<file path="config.mk">
export PLATFORM = sky130hd
export DESIGN_NAME = timer_with_pre_and_postscaler_unit_flat
export DESIGN_NICKNAME = d
export VERILOG_FILES = /design/src/tmr_pkg.sv /design/src/tmr_in_if.sv /design/src/tmr_in_stage.sv /design/src/tmr_core.sv /design/src/timer_with_pre_and_postscaler_unit.sv /design/src/flat_wrapper.sv
export VERILOG_INCLUDE_DIRS = /design/src /design/src/src
export SDC_FILE = /design/constraint.sdc
export NUM_CORES = 1
export LEC_CHECK = 0
export BUFFER_PORTS_ARGS = -buffer_cell sky130_fd_sc_hd__buf_2
export CAP_MARGIN = 40
export CORE_MARGIN = 2
export CORE_UTILIZATION = 60
export CTS_CLUSTER_SIZE = 40
export DETAILED_ROUTE_END_ITERATION = 6
export PLACE_DENSITY = 0.81
export RECOVER_POWER = 50
export SLEW_MARGIN = 20
export SYNTH_ARGS = -nofsm -noshare
export SYNTH_HDL_FRONTEND = slang
export SYNTH_SLANG_ARGS = --single-unit
</file>
<file path="constraint.sdc">
create_clock -name clk -period 4.54 [get_ports clk]
set_input_delay 0.908 -clock clk [delete_from_list [all_inputs] [get_ports clk]]
set_output_delay 0.908 -clock clk [all_outputs]
set_load 0.05 [all_outputs]
</file>
<file path="src/timer_with_pre_and_postscaler_unit_macros.svh">
// assertion macros used by the timer core rtl
`ifndef TIMER_WITH_PRE_AND_POSTSCALER_UNIT_MACROS_SVH
`define TIMER_WITH_PRE_AND_POSTSCALER_UNIT_MACROS_SVH

`ifndef SYNTH
// same-cycle implication
`define TMR_ASSERT_IMP(label, clk, rst, ante, cons) \
  label: assert property (@(posedge clk) disable iff (rst) (ante) |-> (cons)) \
    else $error("timer assertion failed");
// next-cycle implication
`define TMR_ASSERT_NXT(label, clk, rst, ante, cons) \
  label: assert property (@(posedge clk) disable iff (rst) (ante) |=> (cons)) \
    else $error("timer assertion failed");
`else
`define TMR_ASSERT_IMP(label, clk, rst, ante, cons)
`define TMR_ASSERT_NXT(label, clk, rst, ante, cons)
`endif

`endif

</file>
<file path="src/tmr_pkg.sv">
// types, codes and helpers for the period timer
package tmr_pkg;

  typedef enum logic [1:0] {
    OP_TICK  = 2'd0,
    OP_READ  = 2'd1,
    OP_WRITE = 2'd2
  } op_t;

  typedef enum logic [1:0] {
    ADDR_COUNT   = 2'd0,
    ADDR_PERIOD  = 2'd1,
    ADDR_CONTROL = 2'd2,
    ADDR_FLAGS   = 2'd3
  } addr_t;

  localparam logic [7:0] PERIOD_RESET = 8'd255;

  typedef struct packed {
    logic [1:0] op;
    logic [1:0] reg_addr;
    logic [7:0] wdata;
  } item_t;

  typedef struct packed {
    logic [7:0] rdata;
    logic       period_match;
    logic       flag_set;
    logic       irq;
  } result_t;

  // last prescaler count before rollover: 1:1, 1:4, 1:16
  function automatic logic [3:0] prescale_last(input logic [1:0] sel);
    logic [3:0] last;
    case (sel)
      2'd0:    last = 4'd0;
      2'd1:    last = 4'd3;
      default: last = 4'd15;
    endcase
    return last;
  endfunction

endpackage

</file>
<file path="src/tmr_in_if.sv">
// command channel: tick, read or write
interface tmr_in_if;
  logic       valid;
  logic       ready;
  logic [1:0] op;
  logic [1:0] reg_addr;
  logic [7:0] wdata;

  modport source (output valid, op, reg_addr, wdata, input ready);
  modport sink (input valid, op, reg_addr, wdata, output ready);
endinterface

// response channel: one result per command
interface tmr_out_if;
  logic       valid;
  logic       ready;
  logic [7:0] rdata;
  logic       period_match;
  logic       flag_set;
  logic       irq;

  modport source (output valid, rdata, period_match, flag_set, irq, input ready);
  modport sink (input valid, rdata, period_match, flag_set, irq, output ready);
endinterface

</file>
<file path="src/tmr_in_stage.sv">
// input register for the command channel
module tmr_in_stage
  import tmr_pkg::*;
(
  input  logic    clk,
  input  logic    rst,
  tmr_in_if.sink  cmd,
  input  logic    advance,
  output logic    item_valid,
  output item_t   item
);

  assign cmd.ready = !item_valid || advance;

  always_ff @(posedge clk) begin
    if (rst) begin
      item_valid <= 1'b0;
    end else if (cmd.ready) begin
      item_valid <= cmd.valid;
    end
  end

  always_ff @(posedge clk) begin
    if (cmd.ready && cmd.valid) begin
      item <= '{op: cmd.op, reg_addr: cmd.reg_addr, wdata: cmd.wdata};
    end
  end

endmodule

</file>
<file path="src/tmr_core.sv">
// timer registers, scalers and per-item update
module tmr_core
  import tmr_pkg::*;
(
  input  logic    clk,
  input  logic    rst,
  input  logic    fire,
  input  item_t   item,
  output result_t result
);

  `include "timer_with_pre_and_postscaler_unit_macros.svh"

  logic [7:0] count_value, count_value_next;
  logic [7:0] period_value, period_value_next;
  logic [6:0] control_value, control_value_next;
  logic [3:0] prescale_count, prescale_count_next;
  logic [3:0] postscale_count, postscale_count_next;
  logic       int_flag, int_flag_next;
  logic       int_enable, int_enable_next;

  logic       tick, read, write;
  logic       rollover;
  logic       match;
  logic       post_done;
  logic [7:0] rdata;

  assign tick  = (item.op == OP_TICK);
  assign read  = (item.op == OP_READ);
  assign write = (item.op == OP_WRITE);

  assign rollover  = control_value[2] && (prescale_count >= prescale_last(control_value[1:0]));
  assign match     = rollover && (count_value == period_value);
  assign post_done = postscale_count >= control_value[6:3];

  always_comb begin
    rdata = 8'd0;
    if (read) begin
      case (item.reg_addr)
        ADDR_COUNT:   rdata = count_value;
        ADDR_PERIOD:  rdata = period_value;
        ADDR_CONTROL: rdata = {1'b0, control_value};
        ADDR_FLAGS:   rdata = {6'd0, int_enable, int_flag};
        default:      rdata = 8'd0;
      endcase
    end
  end

  always_comb begin
    count_value_next     = count_value;
    period_value_next    = period_value;
    control_value_next   = control_value;
    prescale_count_next  = prescale_count;
    postscale_count_next = postscale_count;
    int_flag_next        = int_flag;
    int_enable_next      = int_enable;
    if (tick && control_value[2]) begin
      if (!rollover) begin
        prescale_count_next = prescale_count + 4'd1;
      end else begin
        prescale_count_next = 4'd0;
        if (match) begin
          count_value_next = 8'd0;
          if (post_done) begin
            postscale_count_next = 4'd0;
            int_flag_next        = 1'b1;
          end else begin
            postscale_count_next = postscale_count + 4'd1;
          end
        end else begin
          count_value_next = count_value + 8'd1;
        end
      end
    end else if (write) begin
      case (item.reg_addr)
        ADDR_COUNT: begin
          count_value_next     = item.wdata;
          prescale_count_next  = 4'd0;
          postscale_count_next = 4'd0;
        end
        ADDR_PERIOD: begin
          period_value_next = item.wdata;
        end
        ADDR_CONTROL: begin
          control_value_next   = item.wdata[6:0];
          prescale_count_next  = 4'd0;
          postscale_count_next = 4'd0;
        end
        default: begin
          int_flag_next   = item.wdata[0];
          int_enable_next = item.wdata[1];
        end
      endcase
    end
  end

  always_comb begin
    result.rdata        = rdata;
    result.period_match = tick && match;
    result.flag_set     = tick && match && post_done;
    result.irq          = int_flag_next && int_enable_next;
  end

  always_ff @(posedge clk) begin
    if (rst) begin
      count_value     <= 8'd0;
      period_value    <= PERIOD_RESET;
      control_value   <= 7'd0;
      prescale_count  <= 4'd0;
      postscale_count <= 4'd0;
      int_flag        <= 1'b0;
      int_enable      <= 1'b0;
    end else if (fire) begin
      count_value     <= count_value_next;
      period_value    <= period_value_next;
      control_value   <= control_value_next;
      prescale_count  <= prescale_count_next;
      postscale_count <= postscale_count_next;
      int_flag        <= int_flag_next;
      int_enable      <= int_enable_next;
    end
  end

  `TMR_ASSERT_IMP(a_flag_needs_match, clk, rst, fire && result.flag_set, result.period_match)
  `TMR_ASSERT_NXT(a_flag_after_set, clk, rst, fire && result.flag_set, int_flag)
  `TMR_ASSERT_NXT(a_count_wr_clears, clk, rst,
    fire && write && (item.reg_addr == ADDR_COUNT),
    prescale_count == 4'd0 && postscale_count == 4'd0)
  `TMR_ASSERT_NXT(a_off_holds_count, clk, rst,
    fire && tick && !control_value[2], $stable(count_value))

endmodule

</file>
<file path="src/timer_with_pre_and_postscaler_unit.sv">
// period timer top level: input register, timer core, result register
//
// Each command (tick, register read or register write) is evaluated
// combinationally in the core; a new command is accepted every cycle as
// long as the result register is free or being drained in the same cycle.
// A command goes from transfer into the input register, then into the
// result register, where the timer state is updated as the result is
// loaded. A stalled response channel stalls the input after two items.
module timer_with_pre_and_postscaler_unit
  import tmr_pkg::*;
(
  input  logic      clk,
  input  logic      rst,
  tmr_in_if.sink    cmd,
  tmr_out_if.source rsp
);

  logic    item_valid;
  item_t   item;
  logic    advance;
  logic    fire;
  result_t result;
  result_t result_q;
  logic    result_valid;

  assign advance = !result_valid || rsp.ready;
  assign fire    = item_valid && advance;

  tmr_in_stage u_in_stage (
    .clk        (clk),
    .rst        (rst),
    .cmd        (cmd),
    .advance    (advance),
    .item_valid (item_valid),
    .item       (item)
  );

  tmr_core u_core (
    .clk    (clk),
    .rst    (rst),
    .fire   (fire),
    .item   (item),
    .result (result)
  );

  always_ff @(posedge clk) begin
    if (rst) begin
      result_valid <= 1'b0;
    end else if (advance) begin
      result_valid <= item_valid;
    end
  end

  always_ff @(posedge clk) begin
    if (fire) begin
      result_q <= result;
    end
  end

  assign rsp.valid        = result_valid;
  assign rsp.rdata        = result_q.rdata;
  assign rsp.period_match = result_q.period_match;
  assign rsp.flag_set     = result_q.flag_set;
  assign rsp.irq          = result_q.irq;

endmodule

</file>
<file path="src/flat_wrapper.sv">
// flat-port wrapper written by rule: the top's interface ports become plain ports
module timer_with_pre_and_postscaler_unit_flat import tmr_pkg::*;
  (clk, rst, cmd_valid, cmd_op, cmd_reg_addr, cmd_wdata, cmd_ready, rsp_valid, rsp_rdata, rsp_period_match, rsp_flag_set, rsp_irq, rsp_ready);
  tmr_in_if cmd_i ();
  tmr_out_if rsp_i ();
  input  logic clk;
  input  logic rst;
  input wire logic [$bits(cmd_i.valid)-1:0] cmd_valid;
  input wire logic [$bits(cmd_i.op)-1:0] cmd_op;
  input wire logic [$bits(cmd_i.reg_addr)-1:0] cmd_reg_addr;
  input wire logic [$bits(cmd_i.wdata)-1:0] cmd_wdata;
  output wire logic [$bits(cmd_i.ready)-1:0] cmd_ready;
  output wire logic [$bits(rsp_i.valid)-1:0] rsp_valid;
  output wire logic [$bits(rsp_i.rdata)-1:0] rsp_rdata;
  output wire logic [$bits(rsp_i.period_match)-1:0] rsp_period_match;
  output wire logic [$bits(rsp_i.flag_set)-1:0] rsp_flag_set;
  output wire logic [$bits(rsp_i.irq)-1:0] rsp_irq;
  input wire logic [$bits(rsp_i.ready)-1:0] rsp_ready;
  assign cmd_i.valid = cmd_valid;
  assign cmd_i.op = cmd_op;
  assign cmd_i.reg_addr = cmd_reg_addr;
  assign cmd_i.wdata = cmd_wdata;
  assign cmd_ready = cmd_i.ready;
  assign rsp_valid = rsp_i.valid;
  assign rsp_rdata = rsp_i.rdata;
  assign rsp_period_match = rsp_i.period_match;
  assign rsp_flag_set = rsp_i.flag_set;
  assign rsp_irq = rsp_i.irq;
  assign rsp_i.ready = rsp_ready;
  timer_with_pre_and_postscaler_unit u_core (.clk(clk), .rst(rst), .cmd(cmd_i), .rsp(rsp_i));
endmodule
</file>
==> results.md <==
- Syn_nets: approximately 340
- Share of post-route cells with drive strength above 1: 0.172
- # hold bufs at CTS: 0
- Synth-to-layout area growth: 13.4%
- Final min period: approximately 2.6 ns
- Tightest Pin Transition: approximately 1.5 ns
- WL met1: 2840 um
- Core ar.: around 5000 um2
- Max layer used: met4
- Postcts setup bufs: 0
- Antenna diodes: 0
- Met3 wire len: 528 um
- R2R depth: 6
- Hold_sp: u_core.u_core.prescale_count[0]
- Cells after Synth: roughly 310
- Yosys top cell area share: 0.229
- Final Wtd Congestion: between 0.8 and 0.9
- CP endpoint kind: flop
- Yosys cell types: 60
- Worst EP required: 4.77 ns
- Fillcell total: roughly 400
- # resized after CTS: 0
- Reg-to-Reg Start: u_core.u_core.control_value[2]
- Hold endpoint: u_core.u_core.prescale_count[0]
- Sequential share of the synthesized area: 0.454
- Post-synthesis register bit count: 58
- CP Data Arrival Time: 2.80 ns
- Tightest Hold Check Type: flop to flop
- Final WS setup: between 1.5 and 2 ns
- Gate power share: 0.061
- Drc violations: 0
- Metal2 WL: 3080 um
- Routed wire per std cell: between 15 and 20 um
- Type of origin of the critical path: primary input
- DRT Wirelength: ~6700 um
- Max clock buf depth: 2
- Largest net degree at the start of global routing: 33
- Final slew viol count: 0
- Violated checks: max-capacitance violations
- Most frequent cells after synthesis: nor2_1 (39), dfxtp_1 (35), edfxtp_1 (23)
- CP Class: primary input to flop
- Nets: between 300 and 400
- Antenna-violating nets left: 0
- Area of placed instances: approximately 3200 um2
- CTS Sinks: between 50 and 60
- Starting Density: 0.612
- Synth Flop Type: dfxtp_1
- Reg power frac: 0.453
- R2R Path End: u_core.u_core.count_value[2]
- Via Count: between 2000 and 2500
- Mapped Avg Cell Area: approximately 9.9 um2
- Final setup viols: 0
- WHS: around 0.5 ns
- Status: complete, but fails checks
- Root buffer cell: clkbuf_8
- Design Area, Final: 3470 um2
- Die ar.: 5690 um2
- Netlist Area Pre-Place: between 3000 and 4000 um2
- Pleak: roughly 1.3 nW
- Chip height: around 75 um
- Vias in the first global route: around 2200
- Rows: 26
- Initial DRC Count: slightly below 200
- RSZ-0062 raised after global routing: no
- IO Port Bufs: 28
- H-tree depth: 3
- Total global-route track usage: 0.260
- Clock power share: 0.487
- Synth async-reset ratio: 0
- Pre-CTS WS: ~1.8 ns
- Placed cells: 392
- Initial antenna violation count: 0
- Die Wd: ~75 um
- Power Dens Cells: around 370 nW/um2
- Area of the multi-input gates: 1510 um2
- Hpwl dp: approximately 4500 um
- P_int: 981 uW
- Via density: slightly above 6
- Crit path max fanout: 16
- Fin. Hold Viols: 0
- Worst VDD drop: a little over 0.4 mV
- Worst-path clk slew: ~0.070 ns
- TNS Setup: 0 ns
- Switch Pwr: around 290 uW
- Largest area contributor in the netlist: dfxtp_1
- Register area: roughly 1400 um2
- Worst Skew: ~0.011 ns
- Num ports: 29
- WHS Path Cells: 2
- Worst slew margin: 0.00575
- First-pass GRT wire length: approximately 11000 um
- Switch share: 0.227
- Synth warnings: 0
- Max_cap viols: 1
- Clock Latency Late Sink: 0.35 ns
- CTS tree: yes
- Top-count cell post-synth: nor2_1
- DRT Pass-1 Iters: 5
- Final period utilization: 0.566
- Main area contributors after synthesis: dfxtp_1 (23%), edfxtp_1 (23%), mux2i_1 (4.9%)
- R2R Setup Slk: slightly below 2 ns
- Overflow left after global routing: 0
- FMAX: just under 400 MHz
- Fin cells: between 400 and 500
- Post-synth EDFFs: 23
- CTS Buf Count: 9
[stage by stage]
stage | utilization | power (mW)
floorplan | - | 0.640
global placement | 0.642 | 0.660
detailed placement | 0.642 | 0.662
CTS | 0.694 | 1.27
global route | 0.693 | 1.31
finish | 0.693 | 1.27
[flip-flops by register name, indices dropped and copies added (netlist names), 4 cells and up]
register and flops:
u_core.rsp.rdata 8, u_core.u_core.control_value 7, u_core.u_core.count_value 8, u_core.u_core.period_value 8, u_core.u_core.postscale_count 4, u_core.u_core.prescale_count 4
u_core.u_in_stage.item 12
[cell usage in the layout (no fill, tap or decap), types with 11 or more instances in the layout]
cell,netlist,routed
nor2_1,39,39
dfxtp_1,35,35
buf_2,4,26
edfxtp_1,23,23
inv_1,21,22
nand2_1,15,15
a21oi_1,15,15
mux2i_1,15,15
nand3_1,13,13
ha_1,11,11
[worst max-delay path, stage by stage]
cell,delay [ns]
buf_2,0.08
nand2b_1,0.20
nand2_1,0.13
inv_1,0.41
nand4b_1,0.59
a211o_1,0.47
[layout make-up]
| cell class | count | share of cell area |
|---|---|---|
| multi-input combinational | 213 | 0.434 |
| sequential | 58 | 0.401 |
| clock buffer | 10 | 0.0429 |
| timing repair buffer | 29 | 0.0418 |
| clock inverter | 6 | 0.0321 |
| tap | 70 | 0.0252 |
| inverter | 22 | 0.0238 |
[worst max path at each step]
| stage | endpoint | startpoint | slack, ns | cells after the start |
|---|---|---|---|---|
| 2_1_floorplan | u_core.u_core.period_value[5] | rsp_ready | 2.22 | 7 |
| 3_3_place_gp | u_core.u_core.period_value[7] | rsp_ready | 1.92 | 6 |
| 3_5_place_dp | u_core.u_core.period_value[5] | rsp_ready | 1.83 | 6 |
| 4_1_cts | u_core.u_core.count_value[2] | u_core.u_core.control_value[2] | 2.08 | 6 |
| 5_1_grt | u_core.u_core.period_value[5] | rsp_ready | 1.78 | 6 |
| 6_report | u_core.u_core.period_value[5] | rsp_ready | 1.97 | 6 |
[metal layers]
layer	track usage	vias to the layer above
met5	0	-
met4	0.119	0
met3	0.0767	24
met2	0.380	136
met1	0.357	1143
li1	-	1182
[power groups by stage]
stage	sequential, mW	clock (mW)	combinational, mW
final	0.575	0.618	0.0771
after global routing	0.577	0.648	0.0844
after CTS	0.574	0.621	0.0772
after detailed placement	0.585	0	0.0763
after global placement	0.585	0	0.0752
after floorplan	0.593	0	0.0464
[kinds of logic (layout without fill, tap and decap cells)]
logic type | count (synthesis) | in the layout | synth area share
and+or+nand+nor | 112 | 112 | 0.199
AOI/OAI and AO/OA | 62 | 62 | 0.149
DFF | 58 | 58 | 0.454
buffers and inverters | 38 | 67 | 0.0543
muxes | 18 | 18 | 0.0674
adders and majority gates | 11 | 11 | 0.0449
xor gates and xnor gates | 10 | 10 | 0.0310
Note: power is estimated with default switching activity, not from simulation.
